==> src/rtl/bst_pkg.sv <==
// ----------------------------------------------------------------------------
// bst_pkg
// Shared types, codes and character helpers for the source tokenizer.
// ----------------------------------------------------------------------------
`default_nettype none

package bst_pkg;

  localparam int MAX_BUFFER_BYTES = 65535;
  localparam int POS_CAP_INT      = (MAX_BUFFER_BYTES > 65535) ? 65535 : MAX_BUFFER_BYTES;
  localparam logic [15:0] POS_CAP = 16'(POS_CAP_INT);

  // scan modes
  localparam logic [1:0] MODE_IDLE   = 2'd0;
  localparam logic [1:0] MODE_STRING = 2'd1;
  localparam logic [1:0] MODE_WORD   = 2'd2;
  localparam logic [1:0] MODE_NUMBER = 2'd3;

  // token kinds
  localparam logic [2:0] KIND_NEWLINE = 3'd0;
  localparam logic [2:0] KIND_EOF     = 3'd1;
  localparam logic [2:0] KIND_PRINT   = 3'd2;
  localparam logic [2:0] KIND_STRING  = 3'd3;
  localparam logic [2:0] KIND_ADD     = 3'd4;
  localparam logic [2:0] KIND_MULT    = 3'd5;
  localparam logic [2:0] KIND_NUMBER  = 3'd6;
  localparam logic [2:0] KIND_WORD    = 3'd7;

  // input commands
  localparam logic CMD_BYTE = 1'b0;
  localparam logic CMD_EOB  = 1'b1;

  // characters
  localparam logic [7:0] CH_QUOTE   = 8'h22;
  localparam logic [7:0] CH_STAR    = 8'h2A;
  localparam logic [7:0] CH_PLUS    = 8'h2B;
  localparam logic [7:0] CH_NL      = 8'h0A;
  localparam logic [7:0] CH_UNDER   = 8'h5F;
  localparam logic [7:0] CASE_MASK  = 8'hDF;
  localparam logic [15:0] KW_LEN    = 16'd5;

  typedef struct packed {
    logic [2:0]  kind;
    logic [15:0] start;
    logic [15:0] length;
    logic        eol;
  } bst_tok_t;

  // up to two tokens from one transaction, first before second
  typedef struct packed {
    logic     va;
    bst_tok_t a;
    logic     vb;
    bst_tok_t b;
  } bst_push_t;

  function automatic logic is_alpha(input logic [7:0] c);
    return c inside {[8'h41:8'h5A], [8'h61:8'h7A]};
  endfunction

  function automatic logic is_digit(input logic [7:0] c);
    return c inside {[8'h30:8'h39]};
  endfunction

  function automatic logic [15:0] sat_inc(input logic [15:0] p);
    return (p >= POS_CAP) ? POS_CAP : p + 16'd1;
  endfunction

  // keyword text, upper case
  function automatic logic [7:0] kw_char(input logic [2:0] idx);
    logic [7:0] ch;
    case (idx)
      3'd0:    ch = 8'h50;
      3'd1:    ch = 8'h52;
      3'd2:    ch = 8'h49;
      3'd3:    ch = 8'h4E;
      3'd4:    ch = 8'h54;
      default: ch = 8'h00;
    endcase
    return ch;
  endfunction

endpackage

`default_nettype wire

==> src/rtl/bst_scan.sv <==
// ----------------------------------------------------------------------------
// bst_scan
// Scanner state and per-byte decode; produces up to two tokens per transaction.
// ----------------------------------------------------------------------------
`default_nettype none

module bst_scan (
  input  wire logic               clk,
  input  wire logic               rst_n,
  input  wire logic               adv,
  input  wire logic               cmd,
  input  wire logic [7:0]         src,
  output bst_pkg::bst_push_t      push
);
  import bst_pkg::*;

  logic [1:0]  mode_r, mode_nxt;
  logic [15:0] pos_r, pos_nxt;
  logic [15:0] start_r, start_nxt;
  logic        kw_r, kw_nxt;

  logic [15:0] open_len;
  logic [7:0]  upper;
  logic        c_alpha, c_digit;
  bst_tok_t    close_tok;
  logic        do_idle;

  assign open_len = (pos_r >= start_r) ? pos_r - start_r : 16'd0;
  assign upper    = src & CASE_MASK;
  assign c_alpha  = is_alpha(src);
  assign c_digit  = is_digit(src);

  always_comb begin
    close_tok.start  = start_r;
    close_tok.length = open_len;
    close_tok.eol    = 1'b0;
    case (mode_r)
      MODE_STRING: close_tok.kind = KIND_STRING;
      MODE_WORD:   close_tok.kind = (kw_r && open_len == KW_LEN) ? KIND_PRINT : KIND_WORD;
      MODE_NUMBER: close_tok.kind = KIND_NUMBER;
      default:     close_tok.kind = KIND_WORD;
    endcase
  end

  always_comb begin
    mode_nxt  = mode_r;
    pos_nxt   = pos_r;
    start_nxt = start_r;
    kw_nxt    = kw_r;
    push      = '0;
    do_idle   = 1'b0;
    push.a    = close_tok;
    if (adv) begin
      if (cmd == CMD_EOB) begin
        push.va       = (mode_r != MODE_IDLE);
        push.vb       = 1'b1;
        push.b.kind   = KIND_EOF;
        push.b.start  = pos_r;
        push.b.length = 16'd0;
        push.b.eol    = 1'b1;
        mode_nxt      = MODE_IDLE;
        pos_nxt       = 16'd0;
        start_nxt     = 16'd0;
        kw_nxt        = 1'b0;
      end else begin
        pos_nxt = sat_inc(pos_r);
        case (mode_r)
          MODE_STRING: begin
            if (src == CH_QUOTE) begin
              push.va  = 1'b1;
              mode_nxt = MODE_IDLE;
              kw_nxt   = 1'b0;
            end
          end
          MODE_WORD: begin
            if (c_alpha || c_digit || src == CH_UNDER) begin
              if (open_len < KW_LEN) begin
                kw_nxt = kw_r && (upper == kw_char(open_len[2:0]));
              end else begin
                kw_nxt = 1'b0;
              end
            end else begin
              push.va  = 1'b1;
              mode_nxt = MODE_IDLE;
              kw_nxt   = 1'b0;
              do_idle  = 1'b1;
            end
          end
          MODE_NUMBER: begin
            if (!c_digit) begin
              push.va  = 1'b1;
              mode_nxt = MODE_IDLE;
              kw_nxt   = 1'b0;
              do_idle  = 1'b1;
            end
          end
          default: do_idle = 1'b1;
        endcase

        // the byte as seen with no token open
        if (do_idle) begin
          push.b.start  = pos_r;
          push.b.length = 16'd1;
          push.b.eol    = 1'b0;
          if (src == CH_QUOTE) begin
            mode_nxt  = MODE_STRING;
            start_nxt = sat_inc(pos_r);
          end else if (c_alpha) begin
            mode_nxt  = MODE_WORD;
            start_nxt = pos_r;
            kw_nxt    = (upper == kw_char(3'd0));
          end else if (c_digit) begin
            mode_nxt  = MODE_NUMBER;
            start_nxt = pos_r;
          end else if (src == CH_STAR) begin
            push.vb     = 1'b1;
            push.b.kind = KIND_MULT;
          end else if (src == CH_PLUS) begin
            push.vb     = 1'b1;
            push.b.kind = KIND_ADD;
          end else if (src == CH_NL) begin
            push.vb     = 1'b1;
            push.b.kind = KIND_NEWLINE;
          end
        end
      end
    end
  end

  always_ff @(posedge clk) begin
    if (!rst_n) begin
      mode_r  <= MODE_IDLE;
      pos_r   <= 16'd0;
      start_r <= 16'd0;
      kw_r    <= 1'b0;
    end else begin
      mode_r  <= mode_nxt;
      pos_r   <= pos_nxt;
      start_r <= start_nxt;
      kw_r    <= kw_nxt;
    end
  end

endmodule

`default_nettype wire

==> src/rtl/bst_fifo.sv <==
// ----------------------------------------------------------------------------
// bst_fifo
// Four-entry token queue: up to two tokens in a cycle, one out on out_ready.
// ----------------------------------------------------------------------------
`default_nettype none

module bst_fifo (
  input  wire logic               clk,
  input  wire logic               rst_n,
  input  wire logic               adv,
  input  wire bst_pkg::bst_push_t push,
  output logic                    room2,
  output logic                    out_valid,
  input  wire logic               out_ready,
  output bst_pkg::bst_tok_t       out_tok
);
  import bst_pkg::*;

  bst_tok_t    mem_r [4];
  logic [1:0]  wp_r, wp_nxt;
  logic [1:0]  rp_r, rp_nxt;
  logic [2:0]  cnt_r, cnt_nxt;
  logic        pop;
  logic        wa, wb;
  logic [1:0]  wb_addr;

  assign room2     = (cnt_r <= 3'd2);
  assign out_valid = (cnt_r != 3'd0);
  assign out_tok   = mem_r[rp_r];
  assign pop       = out_valid && out_ready;
  assign wa        = adv && push.va;
  assign wb        = adv && push.vb;
  assign wb_addr   = wp_r + {1'b0, wa};

  assign wp_nxt  = wp_r + {1'b0, wa} + {1'b0, wb};
  assign rp_nxt  = rp_r + {1'b0, pop};
  assign cnt_nxt = cnt_r + {2'b00, wa} + {2'b00, wb} - {2'b00, pop};

  always_ff @(posedge clk) begin
    if (wa) begin
      mem_r[wp_r] <= push.a;
    end
    if (wb) begin
      mem_r[wb_addr] <= push.b;
    end
  end

  always_ff @(posedge clk) begin
    if (!rst_n) begin
      wp_r  <= 2'd0;
      rp_r  <= 2'd0;
      cnt_r <= 3'd0;
    end else begin
      wp_r  <= wp_nxt;
      rp_r  <= rp_nxt;
      cnt_r <= cnt_nxt;
    end
  end

endmodule

`default_nettype wire

==> src/rtl/basic_source_tokenizer_top.sv <==
// ----------------------------------------------------------------------------
// basic_source_tokenizer_top
// Streaming source tokenizer: bytes in, kind/offset/length tokens out.
// ----------------------------------------------------------------------------
// order: the first token of a transaction passes the input register, then
//   the token queue, before it shows on out_valid
// throughput: one input transaction per cycle while the four-entry token
//   queue has two free entries; one token per cycle drains on out_ready
// reset: synchronous rst_n clears scan state, byte offset and the queue
`default_nettype none

module basic_source_tokenizer_top (
  input  wire logic        clk,
  input  wire logic        rst_n,
  input  wire logic        in_valid,
  output logic             in_ready,
  input  wire logic        in_cmd,
  input  wire logic [7:0]  in_source_byte,
  output logic             out_valid,
  input  wire logic        out_ready,
  output logic [2:0]       out_token_kind,
  output logic [15:0]      out_token_start,
  output logic [15:0]      out_token_length,
  output logic             out_end_of_list
);
  import bst_pkg::*;

  logic       in_v_r, in_v_nxt;
  logic       cmd_r;
  logic [7:0] byte_r;
  logic       adv;
  logic       room2;
  bst_push_t  push;
  bst_tok_t   out_tok;

  assign adv      = in_v_r && room2;
  assign in_ready = !in_v_r || adv;
  assign in_v_nxt = (in_valid && in_ready) ? 1'b1 : (adv ? 1'b0 : in_v_r);

  always_ff @(posedge clk) begin
    if (!rst_n) begin
      in_v_r <= 1'b0;
    end else begin
      in_v_r <= in_v_nxt;
    end
  end

  always_ff @(posedge clk) begin
    if (in_valid && in_ready) begin
      cmd_r  <= in_cmd;
      byte_r <= in_source_byte;
    end
  end

  bst_scan u_scan (
    .clk   (clk),
    .rst_n (rst_n),
    .adv   (adv),
    .cmd   (cmd_r),
    .src   (byte_r),
    .push  (push)
  );

  bst_fifo u_fifo (
    .clk       (clk),
    .rst_n     (rst_n),
    .adv       (adv),
    .push      (push),
    .room2     (room2),
    .out_valid (out_valid),
    .out_ready (out_ready),
    .out_tok   (out_tok)
  );

  assign out_token_kind   = out_tok.kind;
  assign out_token_start  = out_tok.start;
  assign out_token_length = out_tok.length;
  assign out_end_of_list  = out_tok.eol;

endmodule

`default_nettype wire

==> config.mk <==
export PLATFORM = sky130hd
export DESIGN_NAME = basic_source_tokenizer_top
export DESIGN_NICKNAME = d
export VERILOG_FILES = /design/src/rtl/bst_pkg.sv /design/src/rtl/bst_scan.sv /design/src/rtl/bst_fifo.sv /design/src/rtl/basic_source_tokenizer_top.sv
export SDC_FILE = /design/constraint.sdc
export NUM_CORES = 1
export LEC_CHECK = 0
export ABC_AREA = 1
export BUFFER_PORTS_ARGS = -buffer_cell sky130_fd_sc_hd__buf_2
export CORE_AREA = 4 4 148 150
export DETAILED_ROUTE_END_ITERATION = 10
export DIE_AREA = 0 0 152 154
export PLACE_DENSITY = 0.66
export SYNTH_ARGS = -nofsm -noshare
export SYNTH_HDL_FRONTEND = slang
export SYNTH_SLANG_ARGS = --single-unit
==> constraint.sdc <==
create_clock -name clk -period 4.4 [get_ports clk]
set_input_delay 0.44 -clock clk [delete_from_list [all_inputs] [get_ports clk]]
set_output_delay 0.44 -clock clk [all_outputs]
set_load 0.01 [all_outputs]
==> reports/metrics.cfg, run 1 <==
[routing]
avgRoutedWirePerCell_um=18.1
drt_iter0_drc=833
vias=8941
ant_nets=0
drc=0
dr.pass1.iters=5
wl_um=28400
viasPerCell=5.68

[clocking]
tritoncts=yes
cts_buffer_depth=2
postCtsSetupRepairBufs=0
clk-insertion-delay-late_ps=440
clkTransAtPathRegs_ps=70
htree_levels=4
cts_inserted_buffers=17
cts_root_buf=clkbuf_16
cts_hold_buf=0
clkSinkCount=196

[yosys]
synth_edf_count=89
async_flop_share_pct=0
synth_nets=1292
synth_area_leaders=edfxtp_1 (26%), dfxtp_1 (21%), o22ai_1 (8.9%)
yosys_register_bits=196
synth_area_leader_cell=edfxtp_1
ys_types=48
synth_sequential_area_ratio_pct=47.4
ys.warnings.count=0
avgSynthCellArea_sq_um=8.10
synth_ff_type=dfxtp_1
syn-cell-area_sq_um=10200
yosys.area.top_type_share_pct=26.3
syn_inst=1254

[grt]
grt_usage_pct=24.1
grt_pass1_wl_um=45400
grt_pass1_vias=8451
grt_overflow=0
antenna_found_initial=1
grt_max_degree=59

[timing]
maxSlewViolCount=0
clock-skew-final_ps=14.4
finalCritPeriodShare_pct=88.0
setup_viol=0
tightestPinTransition_ps=1020
grt_setup_unrepaired=no
finalCriticalPeriod_ps=3870
relSlewSlack_pct=31.7
fmax_mhz=258
tns_ps=0
hold_viol_final=0

[cells_and_area]
final_common_cell=nand2_1
nNetsFinal=1324
final_cell_mix=nand2_1 (213), inv_1 (171), o22ai_1 (144)
drive_above_1_share_pct=11.4
antenna_cells=0
final_cells=1574
area_growth_pct=11.3
final_util_pct=54.7

[die]
dieHeight_um=154
coreArea_sq_um=20700
io_pins=51
rows=53
die_w_um=152
start_util_pct=49.1
dieArea_sq_um=23400

[power]
peakVddDrop_mv=0.430
leakage_nw=4.80
power_density_nw_per_um2=570

[placement]
place_inst=1542
hpwl_um=19600
gp_congestion=0.898
port_buffers=50

[critical_path]
cpPeakStageDelay_ps=750
cp.arrival_ps=4060
required_ps=4580
slowest_stage=nand2_1
cp_max_fo=21
path_cells=inv_1, nand2_1, nor3_1, inv_1, nor3_2, nor2_2, o21ai_1, nand3_1, inv_1, ha_1, or2_2, nand2_1, nand3_2, nand2_1, inv_1, nand2_1, o21ai_0
crit_type=reg2reg
r2r_cells=17
cp-end-kind=flop
critPathLaunchType=flop

[worst_hold_path]
hold_path.class=in2reg
hold_depth=1

[run_status]
outcome=finished clean

[job]
max_cap_violations=0

-- routing by layer --
metal	GRT usage (%)	part of all wire, %
met1	34.1	46
met2	38.9	47
met3	4.02	6.6
met4	5.78	1.0
met5	0	0.025
-- synth_stat cells (3+ instances only) --
library cell and instances:
a211oi_1 10, a21o_1 4, a21oi_1 84, a221oi_1 11, a22oi_1 5, a31oi_1 4, buf_2 16, buf_6 5
clkbuf_1 42, clkinv_1 3, dfxtp_1 107, edfxtp_1 89, fa_1 3, ha_1 22, inv_1 173, inv_2 7
nand2_1 213, nand3_1 45, nand3_2 5, nand4_1 9, nor2_1 99, nor3_1 12, o211ai_1 3, o21ai_0 82
o22ai_1 144, o22ai_2 6, or2_1 4, or2_2 9, xnor2_1 3, xor2_1 10
-- stage by stage --
step,hold slack [ps],worst slack (ps),cell area [sq um],power (mW)
2_1_floorplan,440,1410,10200,4.02
3_3_place_gp,449,447,10700,4.81
3_5_place_dp,452,317,10700,4.84
4_1_cts,158,308,11300,6.46
5_1_grt,157,253,11300,6.86
6_report,171,527,11300,6.45
-- what timing repair did --
| item | 4_1_cts | 5_1_grt |
|---|---|---|
| hold endpoints to repair | 0 | 0 |
| gates resized for setup | 0 | 1 |
| endpoints found under the setup margin | 0 | 34 |
-- kinds of logic after synthesis --
| group | share of synthesized area, % |
|---|---|
| simple gates | 17.3 |
| flops | 47.4 |
| buf+inv | 9.80 |
| compound gates | 21.1 |
| xor+xnor | 1.12 |
| fa+ha+maj | 3.30 |
-- final timing paths --
| kind | startpoint | slack [ps] | end |
|---|---|---|---|
| max reg2reg | byte_r[6]$_DFFE_PP_ | 530 | u_fifo.mem_r[0][33]$_DFFE_PP_ |
| max | byte_r[6]$_DFFE_PP_ | 530 | u_fifo.mem_r[0][33]$_DFFE_PP_ |
| min | in_cmd | 170 | cmd_r$_DFFE_PP_ |
| min reg2reg | u_fifo.mem_r[2][12]$_SDFFE_PP0P_ | 470 | u_fifo.mem_r[2][12]$_SDFFE_PP0P_ |
-- area by class of cell --
class	count	area, sq um
fillers	1960	9380
inverters	183	687
repair buffers	79	493
clock inverters	11	116
clock buffers	21	504
flip-flops and latches	196	4820
well taps	275	344
multi-input cells	809	4350
-- power breakdown --
part | leakage, nW | switching [mW] | internal [mW]
registers | 1.61 | 0.109 | 2.17
logic | 2.88 | 1.77 | 0.771
clock network | 0.308 | 0.767 | 0.860
total | 4.80 | 2.65 | 3.80
-- flip-flops by register name, summed over array words and instances (netlist names) --
signal          cells
byte_r              8
u_scan.start_r     16
u_scan.kw_r         1
cmd_r               1
u_fifo.wp_r         2
u_fifo.mem_r      144
u_fifo.cnt_r        3
in_v_r              1
u_scan.mode_r       2
u_fifo.rp_r         2
u_scan.pos_r       16
-- critical path: cells and delay by family, from the launching register on --
kind | cells | cell delay, ps
buffers and inverters | 4 | 420
AO/OA/AOI/OAI | 2 | 230
flip-flops | 1 | 370
adder cells (fa/ha/maj) | 1 | 190
AND/OR/NAND/NOR | 10 | 2410
(Power assumes the default switching activity.)
==> run 2, diff against run 1 <==
- RECOVER_POWER: unset -> 25
==> run 2 against run 1 <==
Net effect: the run now ends with capacitance limit, slew limit left; clock skew fell by 2.7 ps; register-to-register slack worse by 20 ps; first-iteration DRC count decreased by 9.7%; global-route usage unchanged; hold slack gained 2.3 ps; sequential share of layout area is 0.20 points higher.
==> reports/metrics.cfg, run 2 (synthesis results as in run 1) <==
[cells_and_area]
drive_above_1_share_pct=8.24
final_cell_mix=nand2_1 (213), inv_1 (172), o22ai_1 (144)
antenna_cells=0
area_growth_pct=10.8
nNetsFinal=1324
fin_area_sq_um=11300
regMostFlops=u_fifo.mem_r
top_regs=u_fifo.mem_r x144, u_scan.pos_r x16, u_scan.start_r x16
final_cells=1574
final_common_cell=nand2_1
final_util_pct=54.4
largest_reg_flops=144

[power]
p_total_mw=6.42
peakVddDrop_mv=0.432
leakage_nw=4.68
power_density_nw_per_um2=570

[clocking]
cts_buffer_depth=2
htree_levels=4
clkTransAtPathRegs_ps=70
clkSinkCount=196
cts_root_buf=clkbuf_16
clk-insertion-delay-late_ps=440
cts_inserted_buffers=17
tritoncts=yes

[critical_path]
path_buf_inv=3
worst_r2r_endpoint=u_fifo.mem_r[0][33]$_DFFE_PP_
cp.arrival_ps=3500
cpPeakStageDelay_ps=1070
timing.rr.start=byte_r[6]$_DFFE_PP_
required_ps=3960
cp_top_family=buffers and inverters
crit_type=reg2out
cp-end-kind=primary output
r2r_cells=17
r2r_slack_ps=510
slowest_stage=inv_1
critPathLaunchType=flop
cp_max_fo=51
path_cells=clkbuf_1, inv_1, o21ai_0, a21oi_1, a21oi_1, clkbuf_1

[timing]
clock-skew-final_ps=11.7
grt_setup_unrepaired=no
fmax_mhz=254
relSlewSlack_pct=-6.23
tightestPinTransition_ps=1590
hold_viol_final=0
setup_viol=0
tns_ps=0
finalCritPeriodShare_pct=89.4
maxSlewViolCount=52
finalCriticalPeriod_ps=3940

[die]
die_w_um=152
dieArea_sq_um=23400
io_pins=51
start_util_pct=49.1
dieHeight_um=154
coreArea_sq_um=20700
rows=53

[grt]
antenna_found_initial=0
grt_overflow=0
grt_usage_pct=24.1
grt_max_degree=59
grt_pass1_wl_um=45400
grt_pass1_vias=8451

[worst_hold_path]
hp-start=in_cmd
hold_depth=1
hold_path.class=in2reg
hold_end=cmd_r$_DFFE_PP_

[routing]
wl_um=28500
ant_nets=0
dr.pass1.iters=5
drc=0
drt_iter0_drc=752
viasPerCell=5.68
avgRoutedWirePerCell_um=18.1
vias=8938

[placement]
hpwl_um=19600
place_inst=1542
port_buffers=50
place_area_sq_um=10700
gp_congestion=0.898

[run_status]
violations=capacitance limit, slew limit
outcome=finished, violations left

[job]
max_cap_violations=1

==> run 2: worst max path at each step <==
stage	start	end	slack [ps]	cells after the start
6_report	u_fifo.rp_r[1]$_SDFF_PN0_	out_token_length[2]	460	6
5_1_grt	byte_r[2]$_DFFE_PP_	u_fifo.mem_r[0][33]$_DFFE_PP_	150	16
4_1_cts	byte_r[6]$_DFFE_PP_	u_fifo.mem_r[0][33]$_DFFE_PP_	310	17
3_5_place_dp	byte_r[6]$_DFFE_PP_	u_fifo.mem_r[1][33]$_DFFE_PP_	320	17
3_3_place_gp	byte_r[6]$_DFFE_PP_	u_fifo.mem_r[2][26]$_DFFE_PP_	450	18
2_1_floorplan	byte_r[4]$_DFFE_PP_	u_fifo.mem_r[2][0]$_DFFE_PP_	1410	19
==> run 2: where the power goes <==
part           internal (mW)  total [mW]  switching [mW]
Clock                  0.860        1.63           0.767
Sequential              2.17        2.28           0.110
Combinational          0.718        2.51            1.79
Total                   3.74        6.42            2.67
==> run 2: final cells by class <==
class | count | area, sq um
fillers | 1973 | 9430
flip-flops and latches | 196 | 4820
multi-input cells | 809 | 4350
inverters | 183 | 687
clock buffers | 21 | 504
repair buffers | 79 | 439
well taps | 275 | 344
clock inverters | 11 | 116
==> run 2: timing repair <==
item                                   4_1_cts  5_1_grt
endpoints found under the hold margin        0        0
hold buffers                                 0        0
gates resized for setup                      0        1
setup endpoints to repair                    0       34
buffers inserted                             0        0
==> run 2: through the flow <==
step                      setup slack (ps)  hold slack, ps
after CTS                              308             158
after global placement                 447             449
final                                  464             174
after floorplan                       1410             440
after detailed placement               317             452
after global routing                   147             157
==> run 2: routing by layer <==
metal / vias to the layer above / share of wire, % / GRT usage (%)
met5: - / 0 / 0
met4: 0 / 1.1 / 5.78
met3: 26 / 6.4 / 4.02
met2: 301 / 46 / 38.9
met1: 4231 / 46 / 34.1
li1: 4380 / - / -
==> run 3, diff against run 2 <==
- PLACE_DENSITY: 0.66 -> 0.69
- clock period: 4.4 -> 3.46 ns (I/O delays scaled with it)
==> run 3 against run 2 <==
Net effect: the run now ends clean; sequential share of layout area down 0.99 points; global-route usage rose by 0.33 points; clock power is 28% higher; hold slack worse by 100 ps; sequential cell count unchanged; clock skew grew 0.64 ps; total power grew 29%; register-to-register slack got worse by 210 ps; critical endpoint is now u_fifo.mem_r[1][33]$_DFFE_PP_; largest power group unchanged.
==> reports/metrics.cfg, run 3 (synthesis results as in run 1) <==
[placement]
port_buffers=50
gp_congestion=0.937
place_inst=1571
hpwl_um=19700

[clocking]
clkSinkCount=196
clk-insertion-delay-late_ps=450
cts_buffer_depth=2
tritoncts=yes
cts_hold_buf=0
cts_root_buf=clkbuf_16
htree_levels=4
cts_inserted_buffers=17
clkTransAtPathRegs_ps=80

[grt]
grt_pass1_wl_um=46300
grt_pass1_vias=8709
grt_max_degree=59
antenna_found_initial=0
grt_usage_pct=24.4
grt_overflow=0

[routing]
ant_nets=0
dr.pass1.iters=5
viasPerCell=5.69
avgRoutedWirePerCell_um=18.0
vias=9130
drc=0
drt_iter0_drc=1119
wl_um=28800

[critical_path]
timing.rr.start=u_scan.pos_r[0]$_SDFFE_PN0P_
cpPeakStageDelay_ps=420
critPathLaunchType=flop
worstSetupStartpoint=u_scan.pos_r[0]$_SDFFE_PN0P_
crit_type=reg2reg
slowest_stage=dfxtp_1
cp_max_fo=5
cp-end-kind=flop
required_ps=3640
r2r_cells=18
cp.arrival_ps=3340
path_cells=inv_1, ha_1, inv_1, fa_1, nand2_1, nand2_1, nand2_1, o21bai_2, a21oi_1, or2_2, nand3_1, nand3_1, nor2_1, nand2_1, nand2_1, nand2_1, nand2_1, o21ai_0
cpMostUsedCell=nand2_1

[cells_and_area]
final_util_pct=55.7
regMostFlops=u_fifo.mem_r
final_cell_mix=nand2_1 (214), inv_1 (171), o22ai_1 (144)
antenna_cells=0
drive_above_1_share_pct=10.3
final_cells=1604
area_growth_pct=13.4
nNetsFinal=1354
top_regs=u_fifo.mem_r x144, u_scan.pos_r x16, u_scan.start_r x16
largest_reg_flops=144
final_common_cell=nand2_1

[timing]
clock-skew-final_ps=12.4
fmax_mhz=316
setup_viol=0
tightestPinTransition_ps=1290
maxSlewViolCount=0
relSlewSlack_pct=14.0
finalCritPeriodShare_pct=91.3
tns_ps=0
grt_setup_unrepaired=no
finalCriticalPeriod_ps=3160
hold_viol_final=0

[die]
dieArea_sq_um=23400
rows=53
io_pins=51
dieHeight_um=154
start_util_pct=49.1
coreArea_sq_um=20700
die_w_um=152

[power]
peakVddDrop_mv=0.425
p_total_mw=8.30
power_density_nw_per_um2=720
leakage_nw=4.84

[worst_hold_path]
hold_path.class=in2reg
hp-start=in_cmd
hold_depth=1

[run_status]
outcome=finished clean

[job]
max_cap_violations=0

==> run 3: per-layer routing <==
metal	track usage (%)	vias up	share of wire [%]
li1	-	4448	-
met1	35.1	4297	46
met2	39.1	346	46
met3	3.57	39	6.8
met4	6.04	0	1.4
met5	0	-	0
==> run 3: final timing paths <==
check | to | slack [ps]
max reg2reg | u_fifo.mem_r[1][33]$_DFFE_PP_ | 300
min reg2reg | u_fifo.mem_r[0][3]$_SDFFE_PP0P_ | 470
min | cmd_r$_DFFE_PP_ | 70
max | u_fifo.mem_r[1][33]$_DFFE_PP_ | 300
==> run 3: worst max-delay path: cells and delay by family, from the launching register on <==
kind	cells	cell delay [ps]
flip-flops	1	420
adder cells (fa/ha/maj)	2	420
AND/OR/NAND/NOR	11	1410
buffers and inverters	2	200
AO/OA/AOI/OAI	3	430
==> run 3: final cells by class <==
| class | instances | area [sq um] |
|---|---|---|
| fill | 1960 | 9170 |
| tap | 275 | 344 |
| sequential | 196 | 4810 |
| clock inverter | 14 | 173 |
| clock buffer | 18 | 450 |
| timing repair buffer | 109 | 702 |
| multi-input combinational | 809 | 4350 |
| inverter | 183 | 687 |
==> run 3: power breakdown <==
part           internal (mW)  switching, mW  leakage, nW  total, mW
clock                   1.03           1.04        0.306       2.08
combinational           1.02           2.31         2.92       3.33
sequential              2.75          0.140         1.61       2.89
==> run 3: what timing repair did <==
item	4_1_cts	5_1_grt
resized for setup	0	7
endpoints found under the hold margin	0	0
setup buffers	0	1
endpoints found under the setup margin	0	73
==> run 3: through the flow <==
step	hold slack [ps]	cell area (sq um)	setup WS, ps
detailed placement	455	10900	196
CTS	63.7	11600	175
finish	70.4	11500	300
floorplan	440	10200	472
global placement	452	10900	257
global route	63.1	11500	9.55
